`config.mk`:
```
export PLATFORM = sky130hd
export DESIGN_NAME = mac_admission_limit_table
export DESIGN_NICKNAME = d
export VERILOG_FILES = /design/src/malt_pkg.sv /design/src/mac_admission_limit_table.sv /design/src/malt_ram.sv
export SDC_FILE = /design/constraint.sdc
export NUM_CORES = 2
export LEC_CHECK = 0
export ABC_AREA = 1
export BUFFER_PORTS_ARGS = -buffer_cell sky130_fd_sc_hd__buf_2
export CORE_MARGIN = 4
export CORE_UTILIZATION = 29
export DETAILED_ROUTE_END_ITERATION = 6
export PLACE_DENSITY = 0.42
export SYNTH_ARGS = -nofsm -noshare
export SYNTH_HDL_FRONTEND = slang
export SYNTH_HIERARCHICAL = 1
export SYNTH_SLANG_ARGS = --single-unit
```
`constraint.sdc`:
```
create_clock -name clk -period 7.4 [get_ports clk]
set_clock_uncertainty 0.15 [all_clocks]
set_input_delay 0.37 -clock clk [delete_from_list [all_inputs] [get_ports clk]]
set_output_delay 0.37 -clock clk [all_outputs]
set_load 0.03 [all_outputs]
```
`src/malt_pkg.sv`:
```
`timescale 1ns / 1ps
package malt_pkg;

  localparam logic [1:0] OP_IP   = 2'd0;
  localparam logic [1:0] OP_ARP  = 2'd1;
  localparam logic [1:0] OP_TICK = 2'd2;

  localparam logic [1:0] VERDICT_ACCEPT = 2'd0;
  localparam logic [1:0] VERDICT_DROP   = 2'd1;
  localparam logic [1:0] VERDICT_NONE   = 2'd2;

  localparam logic [1:0] CFG_ENABLE     = 2'd0;
  localparam logic [1:0] CFG_MAX_TERM   = 2'd1;
  localparam logic [1:0] CFG_PROBE_WAIT = 2'd2;

  localparam int MAC_W   = 48;
  localparam int IP_W    = 32;
  localparam int PORT_W  = 4;
  localparam int ENTRY_W = MAC_W + IP_W + IP_W + PORT_W;

  typedef struct packed {
    logic [1:0]        op;
    logic [MAC_W-1:0]  src_mac;
    logic [IP_W-1:0]   src_ip;
    logic [IP_W-1:0]   dst_ip;
    logic [PORT_W-1:0] in_port;
    logic              from_bridge;
    logic              is_udp;
  } req_t;

  typedef struct packed {
    logic [1:0]        verdict;
    logic              probe_valid;
    logic [IP_W-1:0]   probe_sender_ip;
    logic [IP_W-1:0]   probe_target_ip;
    logic [PORT_W-1:0] probe_port;
    logic              replaced;
  } rsp_t;

  typedef struct packed {
    logic [MAC_W-1:0]  mac;
    logic [IP_W-1:0]   src_ip;
    logic [IP_W-1:0]   dst_ip;
    logic [PORT_W-1:0] port;
  } entry_t;

endpackage

```
`src/mac_admission_limit_table.sv`:
```
`timescale 1ns / 1ps
// MAC admission limiter.
// Input channel (in_valid/in_stall/in_req) carries IP packets, ARP sightings
// and time ticks. Each request yields exactly one response on the output
// channel (out_valid/out_stall/out_rsp): a verdict and an optional ARP probe.
// An IP request scans the entry table in one RAM, one entry per cycle, newest
// first; S_EXEC then makes the verdict, S_PROBE builds any probe and
// S_OUT offers the response. ARP and tick requests go through S_READ,
// S_EXEC, S_PROBE when a probe goes out, and S_OUT. One request is in
// flight at a time; the next one is taken once the response is offered.
// Reset (rst_n low, synchronous) empties the table, ends any running check
// and restores enable=0, max_terminals=1, probe_wait_ticks=20. Table
// contents are not cleared; entries past the count are never used.
// A stalled response holds, and in_stall stays high until it is collected.
// Configuration writes (cfg_we/cfg_index/cfg_data) must be made while idle; the block does not enforce it.
module mac_admission_limit_table
  import malt_pkg::*;
#(
  parameter int TABLE_DEPTH = 16,
  parameter int PROBE_COUNT = 5,
  parameter int PORT_COUNT  = 16
) (
  input  logic        clk,
  input  logic        rst_n,
  input  logic        in_valid,
  output logic        in_stall,
  input  req_t        in_req,
  output logic        out_valid,
  input  logic        out_stall,
  output rsp_t        out_rsp,
  input  logic        cfg_we,
  input  logic [1:0]  cfg_index,
  input  logic [15:0] cfg_data
);
  localparam int AW = (TABLE_DEPTH > 1) ? $clog2(TABLE_DEPTH) : 1;
  localparam int CW = $clog2(TABLE_DEPTH + 1);
  localparam int PW = $clog2(PROBE_COUNT + 1);
  localparam int RD = (TABLE_DEPTH > 1) ? TABLE_DEPTH : 2;

  localparam logic [2:0] S_IDLE  = 3'd0;
  localparam logic [2:0] S_READ  = 3'd1;
  localparam logic [2:0] S_SCAN  = 3'd2;
  localparam logic [2:0] S_PROBE = 3'd3;
  localparam logic [2:0] S_EXEC  = 3'd4;
  localparam logic [2:0] S_OUT   = 3'd5;

  logic [2:0]  state_r, state_nxt;
  req_t        req_r;
  logic        enable_r;
  logic [4:0]  max_term_r;
  logic [15:0] wait_cfg_r;
  logic [CW-1:0] count_r, count_nxt;
  logic        checking_r, checking_nxt;
  entry_t      cand_r, cand_nxt;
  logic [AW-1:0] slot_r, slot_nxt;
  logic [PW-1:0] sent_r, sent_nxt;
  logic [15:0] wait_r, wait_nxt;
  logic [CW-1:0] scan_r, scan_nxt;
  logic        hit_r, hit_nxt;
  rsp_t        rsp_r, rsp_nxt;
  logic        rsp_v_r, rsp_v_nxt;

  logic          ram_we;
  logic [AW-1:0] ram_waddr, ram_raddr;
  entry_t        ram_wdata, ram_rdata;

  malt_ram #(.WIDTH(ENTRY_W), .DEPTH(RD)) u_ram (
    .clk(clk), .we(ram_we), .waddr(ram_waddr), .wdata(ram_wdata),
    .raddr(ram_raddr), .rdata(ram_rdata)
  );

  logic in_fire;
  assign in_fire   = in_valid && !in_stall;
  assign in_stall  = (state_r != S_IDLE) || (rsp_v_r && out_stall);
  assign out_valid = rsp_v_r;
  assign out_rsp   = rsp_r;

  logic [CW-1:0] limit;
  logic          gated;
  logic [15:0]   wait_load;
  assign limit = (32'(max_term_r) > TABLE_DEPTH) ? CW'(TABLE_DEPTH) : CW'(max_term_r);
  assign gated = !enable_r || !req_r.from_bridge || req_r.is_udp ||
                 (32'(req_r.in_port) >= 32'(PORT_COUNT));
  assign wait_load = wait_cfg_r;

  always_comb begin
    state_nxt = state_r;
    count_nxt = count_r;
    checking_nxt = checking_r;
    cand_nxt = cand_r;
    slot_nxt = slot_r;
    sent_nxt = sent_r;
    wait_nxt = wait_r;
    scan_nxt = scan_r;
    hit_nxt = hit_r;
    rsp_nxt = rsp_r;
    rsp_v_nxt = rsp_v_r && out_stall;
    ram_we = 1'b0;
    ram_waddr = slot_r;
    ram_wdata = cand_r;
    ram_raddr = slot_r;
    case (state_r)
      S_IDLE: begin
        if (in_fire) begin
          hit_nxt = 1'b0;
          if (in_req.op == OP_IP) begin
            scan_nxt = count_r;
            state_nxt = S_SCAN;
            if (count_r != '0) begin
              ram_raddr = AW'(count_r - CW'(1));
            end
          end else begin
            state_nxt = S_READ;
          end
        end
      end
      S_SCAN: begin
        if (scan_r != '0 && ram_rdata.mac == req_r.src_mac) begin
          hit_nxt = 1'b1;
        end
        if (scan_r <= CW'(1) || hit_nxt) begin
          scan_nxt = '0;
          state_nxt = S_EXEC;
        end else begin
          scan_nxt = scan_r - CW'(1);
          ram_raddr = AW'(scan_r - CW'(2));
        end
      end
      S_READ: begin
        state_nxt = S_EXEC;
      end
      S_EXEC: begin
        rsp_nxt = '0;
        rsp_nxt.verdict = VERDICT_NONE;
        state_nxt = S_OUT;
        case (req_r.op)
          OP_IP: begin
            rsp_nxt.verdict = VERDICT_ACCEPT;
            if (!gated && !hit_r) begin
              if (count_r < limit) begin
                if (!checking_r) begin
                  ram_we = 1'b1;
                  ram_waddr = AW'(count_r);
                  ram_wdata = '{req_r.src_mac, req_r.src_ip, req_r.dst_ip,
                                req_r.in_port};
                  count_nxt = count_r + CW'(1);
                end
              end else begin
                rsp_nxt.verdict = VERDICT_DROP;
                if (!checking_r && count_r != '0) begin
                  cand_nxt = '{req_r.src_mac, req_r.src_ip, req_r.dst_ip,
                               req_r.in_port};
                  checking_nxt = 1'b1;
                  slot_nxt = AW'(count_r - CW'(1));
                  sent_nxt = '0;
                  ram_raddr = slot_nxt;
                  state_nxt = S_PROBE;
                end
              end
            end
          end
          OP_ARP: begin
            rsp_nxt.verdict = VERDICT_ACCEPT;
            if (checking_r && ram_rdata.mac == req_r.src_mac) begin
              sent_nxt = '0;
              if (slot_r == '0) begin
                checking_nxt = 1'b0;
                wait_nxt = '0;
              end else begin
                slot_nxt = slot_r - AW'(1);
                ram_raddr = slot_nxt;
                state_nxt = S_PROBE;
              end
            end
          end
          OP_TICK: begin
            if (checking_r) begin
              if (wait_r > 16'd1) begin
                wait_nxt = wait_r - 16'd1;
              end else begin
                wait_nxt = '0;
                if (32'(sent_r) < PROBE_COUNT) begin
                  state_nxt = S_PROBE;
                end else begin
                  ram_we = 1'b1;
                  rsp_nxt.replaced = 1'b1;
                  checking_nxt = 1'b0;
                  sent_nxt = '0;
                end
              end
            end
          end
          default: ;
        endcase
      end
      S_PROBE: begin
        rsp_nxt.probe_valid = 1'b1;
        rsp_nxt.probe_sender_ip = ram_rdata.src_ip;
        rsp_nxt.probe_target_ip = ram_rdata.dst_ip;
        rsp_nxt.probe_port = ram_rdata.port;
        sent_nxt = sent_r + PW'(1);
        wait_nxt = wait_load;
        state_nxt = S_OUT;
      end
      S_OUT: begin
        if (!rsp_v_r || !out_stall) begin
          rsp_v_nxt = 1'b1;
          state_nxt = S_IDLE;
        end
      end
      default: state_nxt = S_IDLE;
    endcase
  end

  always_ff @(posedge clk) begin
    if (!rst_n) begin
      state_r <= S_IDLE;
      enable_r <= 1'b0;
      max_term_r <= 5'd1;
      wait_cfg_r <= 16'd20;
      count_r <= '0;
      checking_r <= 1'b0;
      cand_r <= '0;
      slot_r <= '0;
      sent_r <= '0;
      wait_r <= '0;
      scan_r <= '0;
      hit_r <= 1'b0;
      rsp_v_r <= 1'b0;
    end else begin
      state_r <= state_nxt;
      count_r <= count_nxt;
      checking_r <= checking_nxt;
      cand_r <= cand_nxt;
      slot_r <= slot_nxt;
      sent_r <= sent_nxt;
      wait_r <= wait_nxt;
      scan_r <= scan_nxt;
      hit_r <= hit_nxt;
      rsp_v_r <= rsp_v_nxt;
      if (cfg_we) begin
        case (cfg_index)
          CFG_ENABLE:     enable_r <= cfg_data[0];
          CFG_MAX_TERM:   max_term_r <= cfg_data[4:0];
          CFG_PROBE_WAIT: wait_cfg_r <= cfg_data;
          default: ;
        endcase
      end
    end
  end

  always_ff @(posedge clk) begin
    rsp_r <= rsp_nxt;
    if (in_fire) begin
      req_r <= in_req;
    end
  end

  a_count_bound: assert property (@(posedge clk) disable iff (!rst_n)
    32'(count_r) <= TABLE_DEPTH) else $error("entry count over depth");
  a_one_req: assert property (@(posedge clk) disable iff (!rst_n)
    in_fire |=> state_r != S_IDLE) else $error("request not taken up");
  a_probe_checking: assert property (@(posedge clk) disable iff (!rst_n)
    state_r == S_PROBE |-> checking_r) else $error("probe without check");
  a_sent_bound: assert property (@(posedge clk) disable iff (!rst_n)
    32'(sent_r) <= PROBE_COUNT) else $error("too many probes");
endmodule

```
`src/malt_ram.sv`:
```
`timescale 1ns / 1ps
module malt_ram #(
  parameter int WIDTH = 8,
  parameter int DEPTH = 16
) (
  input  logic                     clk,
  input  logic                     we,
  input  logic [$clog2(DEPTH)-1:0] waddr,
  input  logic [WIDTH-1:0]         wdata,
  input  logic [$clog2(DEPTH)-1:0] raddr,
  output logic [WIDTH-1:0]         rdata
);
  logic [WIDTH-1:0] mem [DEPTH];

  always_ff @(posedge clk) begin
    if (we) begin
      mem[waddr] <= wdata;
    end
    rdata <= mem[raddr];
  end
endmodule

```
==> run metrics <==
status=complete, no violations; Row Count=about 210; CTS Buf Count=around 290; CP peak stage delay=0.64 ns; most numerous cell in the Yosys netlist=nand2_1; RSZ-0062 raised after global routing=no; Critical-path top delay cell=buf_12; # setup viols final=0; Pre-antenna DRT Iters=5; CP dominant cell by count=nand2_1; drt drc=0; asr flop ratio synth=0; final net count=~10,000; synth cell count leaders=nand2_1 (2,762), edfxtp_1 (2,048), inv_1 (1,704); # port buffers=216; DR vias=65,643; Mapped Cells=9,495; crit-path max FO=201; worst endpoint required time=roughly 8 ns; Max clock buf depth=4; Met1 Wirelength=135,000 µm; Compound-Gate Fraction of Synth Area=0.0238; Slew Limit Fails=0; Seq/Total Area, Yosys=0.687; Yosys reg bits=2,341; main combinational cell family by area after synthesis=simple AND/OR/NAND/NOR gates; Worst Path Arrival=roughly 5.7 ns; root buffer cell=clkbuf_16; Die Ht=just under 600 µm; multi-input logic area=0.0220 mm²; Synth Flop Type=edfxtp_1; final instance area=0.116 mm²; mux share of post-synthesis cell area=0; dpl hpwl=~140,000 µm; reg2reg setup slack=~2.3 ns; Synth area leaders=edfxtp_1 (63%), nand2_1 (11%), nand3_1 (7.3%); total track usage=0.164; synth-to-layout area growth=18.7%; Hold Violations, Final=0; Fillers=33,625; worst hold path type=in2reg; first-pass GRT wire length=~430,000 µm; core area=0.337 mm²; Post-Syn Nets=9,653; WL final=291,000 µm; WL met3=11,600 µm; die area=0.348 mm²; Finished Layout Cells=14,730; H-Tree Level Count=5; Post-synth EDFFs=2,048; Avg Cell Area, Syn=10.3 µm²; I/O pin count=217; Synthesis Warnings=6; vias in the first global route=64,613; Slew Limit Headroom=0.0954; fmax=0.196 GHz; top-area cell type share of the netlist area=0.627; placed instance area=0.105 mm²; CTS tree=built; adder-cell share of the synthesized area=0.00191; initial antenna violation count=18; final antenna-violating net count=0; Synth cell types=between 40 and 50; Placed Cells=approximately 14,000; Clock transition at path regs=around 0.060 ns; top routing layer used=met4; Buf/Inv on CP=3; slew of the pin with the lowest slew margin=1.36 ns; post-layout min period=5.10 ns; Startpoint Class=register; final worst-path cycle share=0.689; initial DRC count=4,960; Remaining Overflow, GRT=0; Leakage=48.2 nW; clk sinks=2,341; element type at the critical path end=register; largest net degree at the start of global routing=around 200; vias per cell=4.46; mean routed wirelength per cell=19.8 µm; Initial Utilization=0.291; Synth area leader=edfxtp_1; post-synthesis simple-gate area fraction=0.194; worst-path cell chain=inv_1, nand2_1, nand2_1, nor2_1, nand2_1, nor2_1, nand2_1, nor2_4, nand3_2, nand2_1, nand3_1, nand3_1, nand2_1, nand4_1, buf_12, buf_12, nand2_1, nand3_1, nand3_1, nand3_1, nand2_1; crit path kind=reg2reg; DIE WIDTH=590 µm; share of layout cells above drive strength 1=0.0892; kind of cell adding the most delay to the critical path=simple AND/OR/NAND/NOR gates; worst skew pair latency=0.89 ns; gp weighted congestion=0.753; post-synthesis xor/xnor area fraction=0.00339; Netlist Area Pre-Place=0.0981 mm²; Worst VDD drop=0.345 mV; pwr dens=316 mW/mm²; register area=between 0.06 and 0.07 mm²; routed wl met2=138,000 µm; MaxCap Viol Count=0
cell type report:
type,instances,area share
multi-input cells,4960,0.189
clock inverters,103,0.00859
well taps,4515,0.0485
flip-flops and latches,2341,0.579
clock buffers,423,0.0705
repair buffers,666,0.0490
diodes,4,0.0000860
inverters,1718,0.0559
cell usage in the layout (no fill, tap or decap), types with 13 or more instances in the layout:
master / netlist / routed
nand2_1: 2762 / 2762
edfxtp_1: 2048 / 2048
inv_1: 1704 / 1702
nand3_1: 1426 / 1426
dfxtp_1: 293 / 293
clkbuf_16: 0 / 293
nor2_1: 278 / 262
dlygate4sd3_1: 0 / 241
buf_2: 280 / 216
buf_4: 57 / 158
o21ai_0: 164 / 148
a211oi_1: 101 / 101
clkbuf_1: 89 / 91
a21oi_1: 57 / 57
buf_12: 0 / 51
clkbuf_8: 0 / 39
clkinv_2: 1 / 35
clkinv_1: 1 / 30
o21ai_1: 14 / 29
xnor2_1: 20 / 20
a211oi_2: 20 / 20
nor2_4: 3 / 19
nand4_1: 18 / 18
xor2_1: 18 / 18
ha_1: 15 / 15
bufinv_16: 0 / 13
layer usage:
layer | track usage | vias up
li1 | - | 31768
met2 | 0.276 | 1410
met1 | 0.223 | 32039
met3 | 0.0187 | 426
met4 | 0.0435 | 0
met5 | 0 | -
worst register-to-register path, delay by kind of cell (launching register included):
kind | cells | cell delay (ns)
buffers and inverters | 3 | 1.37
and+or+nand+nor | 18 | 3.05
DFF | 1 | 0.40
registers in the layout (all words and copies together) (netlist names):
| signal | count |
|---|---|
| checking_r | 1 |
| cand_r | 116 |
| sent_r | 3 |
| u_ram/rdata | 116 |
| req_r | 120 |
| enable_r | 1 |
| wait_cfg_r | 16 |
| wait_r | 16 |
| hit_r | 1 |
| slot_r | 4 |
| max_term_r | 5 |
| count_r | 5 |
| out_rsp | 72 |
| state_r | 3 |
| u_ram/mem | 1856 |
| out_valid | 1 |
| scan_r | 5 |
kinds of logic (layout without fill, tap and decap cells):
group | after synthesis | in the layout
xor+xnor | 38 | 38
fa+ha+maj | 15 | 15
other cells | 0 | 4
flops | 2341 | 2341
compound gates | 379 | 379
buf+inv | 2194 | 2910
simple gates | 4528 | 4528
power breakdown:
part	switching, W	internal (W)
Combinational	0.00543	0.00219
Sequential	0.000428	0.0150
Clock	0.00559	0.00818
Total	0.0114	0.0253
metrics by stage:
step	total power (W)	TNS (ns)	worst slack, ns	hold slack, ns	utilization
3_3_place_gp	0.0233	0	2.29	0.293	0.311
2_1_floorplan	0.0207	-484.30	-0.302	0.274	-
4_1_cts	0.0374	0	2.36	0.0000829	0.346
6_report	0.0368	0	2.30	0.0843	0.346
3_5_place_dp	0.0233	0	2.36	0.293	0.311
5_1_grt	0.0387	0	1.92	0.0350	0.346
path summary, 6_finish.rpt:
kind                                      start              end  depth (start not counted)
worst max-delay path            u_ram/rdata[85]  u_ram/rdata[73]                         21
worst min-delay path                 in_req[23]        req_r[23]                          2
worst max register to register  u_ram/rdata[85]  u_ram/rdata[73]                         21
worst min register to register   wait_cfg_r[10]   wait_cfg_r[10]                          2
repair_timing:
action                                  4_1_cts  5_1_grt
endpoints found under the setup margin        0        0
hold buffers                                241        0
gates resized for setup                       0        0
endpoints found under the hold margin       167        0
setup buffers                                 0        0
Power figures use the tool's default switching activity.
